File: src/rtl/ptl_div_pipe.sv
// Pipelined restoring divider, one quotient bit per stage, with a sideband carried alongside.
module ptl_div_pipe #(
    parameter int NUM_W  = 30,
    parameter int DEN_W  = 13,
    parameter int QUO_W  = 28,
    parameter int SIDE_W = 8
) (
    input  logic              clk,
    input  logic              rst_n,
    input  logic              in_valid,
    input  logic [NUM_W-1:0]  num,
    input  logic [DEN_W-1:0]  den,
    input  logic [SIDE_W-1:0] side,
    output logic              out_valid,
    output logic [QUO_W-1:0]  quo,
    output logic [SIDE_W-1:0] out_side
);

    // numerator bits above the quotient seed the remainder; caller keeps them below den
    localparam int HI_W = NUM_W - QUO_W;

    logic [QUO_W-1:0]  valid_reg;
    logic [QUO_W-1:0]  acc_reg  [QUO_W];
    logic [SIDE_W-1:0] side_reg [QUO_W];
    logic [DEN_W-1:0]  rem_reg  [QUO_W-1];
    logic [DEN_W-1:0]  den_reg  [QUO_W-1];

    for (genvar i = 0; i < QUO_W; i++)
    begin : g_step
        logic              valid_in;
        logic [DEN_W-1:0]  rem_in;
        logic [QUO_W-1:0]  acc_in;
        logic [DEN_W-1:0]  den_in;
        logic [SIDE_W-1:0] side_in;
        logic [DEN_W:0]    trial;
        logic              qbit;
        logic [DEN_W-1:0]  rem_next;
        logic [QUO_W-1:0]  acc_next;

        if (i == 0)
        begin : g_first
            assign valid_in = in_valid;
            assign rem_in   = {{(DEN_W-HI_W){1'b0}}, num[NUM_W-1:QUO_W]};
            assign acc_in   = num[QUO_W-1:0];
            assign den_in   = den;
            assign side_in  = side;
        end
        else
        begin : g_rest
            assign valid_in = valid_reg[i-1];
            assign rem_in   = rem_reg[i-1];
            assign acc_in   = acc_reg[i-1];
            assign den_in   = den_reg[i-1];
            assign side_in  = side_reg[i-1];
        end

        always_comb
        begin
            trial = {rem_in, acc_in[QUO_W-1]};
            if (trial >= {1'b0, den_in})
            begin
                qbit     = 1'b1;
                rem_next = DEN_W'(trial - {1'b0, den_in});
            end
            else
            begin
                qbit     = 1'b0;
                rem_next = trial[DEN_W-1:0];
            end
            acc_next = {acc_in[QUO_W-2:0], qbit};
        end

        always_ff @(posedge clk or negedge rst_n)
        begin
            if (!rst_n)
            begin
                valid_reg[i] <= 1'b0;
            end
            else
            begin
                valid_reg[i] <= valid_in;
            end
        end

        always_ff @(posedge clk)
        begin
            acc_reg[i]  <= acc_next;
            side_reg[i] <= side_in;
        end

        if (i < QUO_W - 1)
        begin : g_carry
            always_ff @(posedge clk)
            begin
                rem_reg[i] <= rem_next;
                den_reg[i] <= den_in;
            end
        end
    end

    assign out_valid = valid_reg[QUO_W-1];
    assign quo       = acc_reg[QUO_W-1];
    assign out_side  = side_reg[QUO_W-1];

endmodule

File: config.mk
export PLATFORM = sky130hd
export DESIGN_NAME = ptl_div_pipe
export DESIGN_NICKNAME = d
export VERILOG_FILES = /design/src/rtl/ptl_div_pipe.sv
export SDC_FILE = /design/constraint.sdc
export NUM_CORES = 2
export LEC_CHECK = 0
export ABC_CLOCK_PERIOD_IN_PS = 4700
export BUFFER_PORTS_ARGS = -buffer_cell sky130_fd_sc_hd__buf_2
export CORE_MARGIN = 2
export CORE_UTILIZATION = 60
export DETAILED_ROUTE_END_ITERATION = 8
export PLACE_DENSITY = 0.83
export SETUP_SLACK_MARGIN = 0.15
export SKIP_LAST_GASP = 1
export SYNTH_ARGS = -nofsm -noshare
export SYNTH_HDL_FRONTEND = slang
export SYNTH_SLANG_ARGS = --single-unit
File: constraint.sdc
create_clock -name clk -period 4.7 [get_ports clk]
set_input_delay 1.175 -clock clk [delete_from_list [all_inputs] [get_ports clk]]
set_output_delay 1.175 -clock clk [all_outputs]
set_load 0.01 [all_outputs]
==> results.sh <==
export IMPL_switching_power_mw=13.6
export IMPL_grt_antenna_before_repair=0
export IMPL_synthesis_instances=4676
export IMPL_slowest_delay_ns=0.86
export IMPL_slowest_stage="a2111oi_4"
export IMPL_vdd_drop_max_v=0.000379
export IMPL_r2r_end="rem_reg[3][0]"
export IMPL_post_dp_hpwl_um=64700
export IMPL_worstHoldPathCells=0
export IMPL_num_nets_final=5316
export IMPL_stdcell_area_um2=62500
export IMPL_track_usage_pct=20.8
export IMPL_initial_utilization_pct=60.3
export IMPL_cts_tree="built"
export IMPL_drv_cap=0
export IMPL_hold_start="acc_reg[11][23]"
export IMPL_final_hold_viol_count=0
export IMPL_skew_ns=0.0389
export IMPL_largest_reg_flops=784
export IMPL_p_total_mw=44.7
export IMPL_p_int_mw=31.1
export IMPL_diodes=0
export IMPL_grt_overflow=0
export IMPL_grt_pass1_vias=32900
export IMPL_die_area_um2=94300
export IMPL_seq_power_share_pct=42.4
export IMPL_fill_cells=6355
export IMPL_yosys_warnings=0
export IMPL_combPwrFrac_pct=27.6
export IMPL_critPathKind="reg -> reg"
export IMPL_p_per_area_nw_per_um2=715
export IMPL_vias=32100
export IMPL_ys_seq_area_share_pct=63.4
export IMPL_yosys_area_top_type="dfxtp_1"
export IMPL_worstPathCellList="inv_1, ha_1, inv_1, fa_1, a21oi_1, o21ai_0, a21oi_1, a211oi_1, a2111oi_4, buf_4, nand2_1, o21ai_0"
export IMPL_cp_max_fo=18
export IMPL_clk_latency_ns=0.77
export IMPL_stdcell_count=6199
export IMPL_cts_resized=0
export IMPL_status="completed"
export IMPL_clockBufferDepth=3
export IMPL_root_buffer="clkbuf_16"
export IMPL_drv_slew=0
export IMPL_core_um2=91400
export IMPL_r2r_cells=12
export IMPL_grt_max_degree=29
export IMPL_crit_start="acc_reg[2][27]"
export IMPL_cp_required_ns=5.38
export IMPL_synth_edf_count=0
export IMPL_drive_gt1_share_pct=11.3
export IMPL_r2r_start="acc_reg[2][27]"
export IMPL_synth_cell_types=76
export IMPL_post_route_period_util_pct=73.0
export IMPL_fin_hold_ws_ns=0.297
export IMPL_port_buffers=90
export IMPL_syn_area_per_cell_um2=11.8
export IMPL_maxSlewHeadroom_pct=34.1
export IMPL_max_freq_ghz=0.291
export IMPL_areaGrowthSynthToFinish_pct=13.4
export IMPL_wl_per_cell_um=15.7
export IMPL_synth_common_cells="dfxtp_1 (1710), inv_1 (465), ha_1 (354)"
export IMPL_htreeDepth=4
export IMPL_wl_um=97100
export IMPL_place_area_um2=56900
export IMPL_die_x_um=307
export IMPL_fp_row_count=111
export IMPL_place_congestion=0.873
export IMPL_cp_start_kind="register"
export IMPL_ant_nets=0
export IMPL_dr_pass1_iters=6
export IMPL_switching_share_pct=30.4
export IMPL_syn_nets=5111
export IMPL_synth_area_um2=55100
export IMPL_rsz0062_at_grt="false"
export IMPL_final_setup_tns_ns=0
export IMPL_hp_class="reg -> reg"
export IMPL_synth_seq_cells=1738
export IMPL_ioPinCount=91
export IMPL_r2r_slack_ns=1.27
export IMPL_fin_crit_ns=3.43
export IMPL_numCtsBuffers=160
export IMPL_drc=0
export IMPL_path_clk_slew_ns=0.07
export IMPL_hold_end="acc_reg[12][24]"
export IMPL_clkPwrFrac_pct=30.0
export IMPL_yosysTopAreaCellShare_pct=62.1
export IMPL_hold_buffers=0
export IMPL_place_inst=5905
export IMPL_cts_num_sinks=1738
export IMPL_synth_async_reset_ratio_pct=1.61
export IMPL_vias_per_cell=5.18
export IMPL_end_kind="register"
export IMPL_synth_most_common_cell="dfxtp_1"
export IMPL_arrival_ns=4.11
export IMPL_setup_viol=0
export IMPL_tightest_slew_ns=0.989
export IMPL_ys_top_cells_by_area="dfxtp_1 (62%), ha_1 (8.0%), mux2_2 (3.2%), inv_1 (3.2%), xnor2_1 (2.2%)"
export IMPL_dieHeight_um=307
export IMPL_grt_pass1_wl_um=160000
export IMPL_drtIter0Drc=1824
export IMPL_leakagePower_nw=28.6
export IMPL_post_cts_setup_buffers=0
export IMPL_synthFlopType="dfxtp_1"
## critical path: cells and delay by family (launching register included)
kind            cells  cell delay [ns]
flops               1             0.33
simple gates        1             0.07
compound gates      6             1.87
fa+ha+maj           2             0.61
buf+inv             3             0.44
## power groups by stage
stage	Sequential, mW	Clock [mW]	Combinational, mW
floorplan	18.7	0	9.70
global placement	19.2	0	11.6
detailed placement	19.2	0	12.0
CTS	19.0	13.7	12.3
global route	19.2	14.3	13.8
finish	19.0	13.4	12.4
## layout make-up
cell class | instances | area [um^2] | area share [%]
Timing Repair Buffer | 102 | 541 | 0.865
Tap cell | 1186 | 1480 | 2.37
Inverter | 465 | 1750 | 2.79
Clock buffer | 228 | 4660 | 7.46
Multi-Input combinational cell | 2414 | 18200 | 29.1
Clock inverter | 66 | 951 | 1.52
Sequential cell | 1738 | 34900 | 55.9
## metal layers
layer  global-route usage (%)  part of all wire (%)  wire (um)  vias to the layer above
li1                         -                     -          -                    16100
met1                     23.7                    42      40300                    15100
met2                     37.9                    51      49500                      690
met3                     3.87                   3.9       3830                      230
met4                     9.15                   3.5       3440                        0
met5                        0                     0          0                        -
## worst max-delay path by stage
stage | to | slack (ns) | cells after the start
after floorplan | rem_reg[5][10] | 1.94 | 13
after global routing | rem_reg[3][0] | 1.00 | 12
after CTS | rem_reg[3][0] | 1.29 | 12
after global placement | rem_reg[0][2] | 1.47 | 6
final | rem_reg[3][0] | 1.27 | 12
after detailed placement | rem_reg[0][2] | 1.33 | 6
## logic make-up (layout without fill, tap and decap cells)
logic type / count (synthesis) / in the layout / share of synthesized area, %
AND/OR/NAND/NOR: 759 / 759 / 6.54
flip-flops: 1738 / 1738 / 63.4
adder cells (fa/ha/maj): 381 / 381 / 9.02
multiplexers: 195 / 195 / 3.96
AO/OA/AOI/OAI: 831 / 831 / 9.50
buffers and inverters: 524 / 861 / 3.67
XOR/XNOR: 248 / 248 / 3.94
## through the flow
stage	setup slack [ns]	util (%)
6_report	1.27	68.4
3_3_place_gp	1.47	62.3
2_1_floorplan	1.94	-
3_5_place_dp	1.33	62.3
4_1_cts	1.29	68.4
5_1_grt	1.00	68.4
## cells in the final DEF (no fill, tap or decap), types with 14 or more instances in the layout
| master | count |
|---|---|
| mux2i_1 | 31 |
| o31ai_1 | 25 |
| o21ai_0 | 227 |
| fa_1 | 27 |
| nor3_1 | 68 |
| clkbuf_16 | 164 |
| ha_1 | 354 |
| a211oi_1 | 14 |
| dfrtp_1 | 28 |
| xnor2_1 | 137 |
| clkinv_2 | 23 |
| o211ai_1 | 16 |
| a21o_1 | 119 |
| bufinv_16 | 15 |
| o21a_1 | 35 |
| buf_2 | 90 |
| a21oi_1 | 228 |
| clkbuf_1 | 32 |
| inv_1 | 465 |
| o21bai_1 | 31 |
| nand2b_1 | 64 |
| clkbuf_8 | 32 |
| nand2_1 | 249 |
| dfxtp_1 | 1710 |
| xor2_1 | 111 |
| nand4_1 | 38 |
| nor2_1 | 175 |
| mux2_2 | 156 |
| nand3_1 | 47 |
| or2_2 | 15 |
| a31oi_1 | 25 |
| nor2b_1 | 36 |
Power figures use the tool's default switching activity.
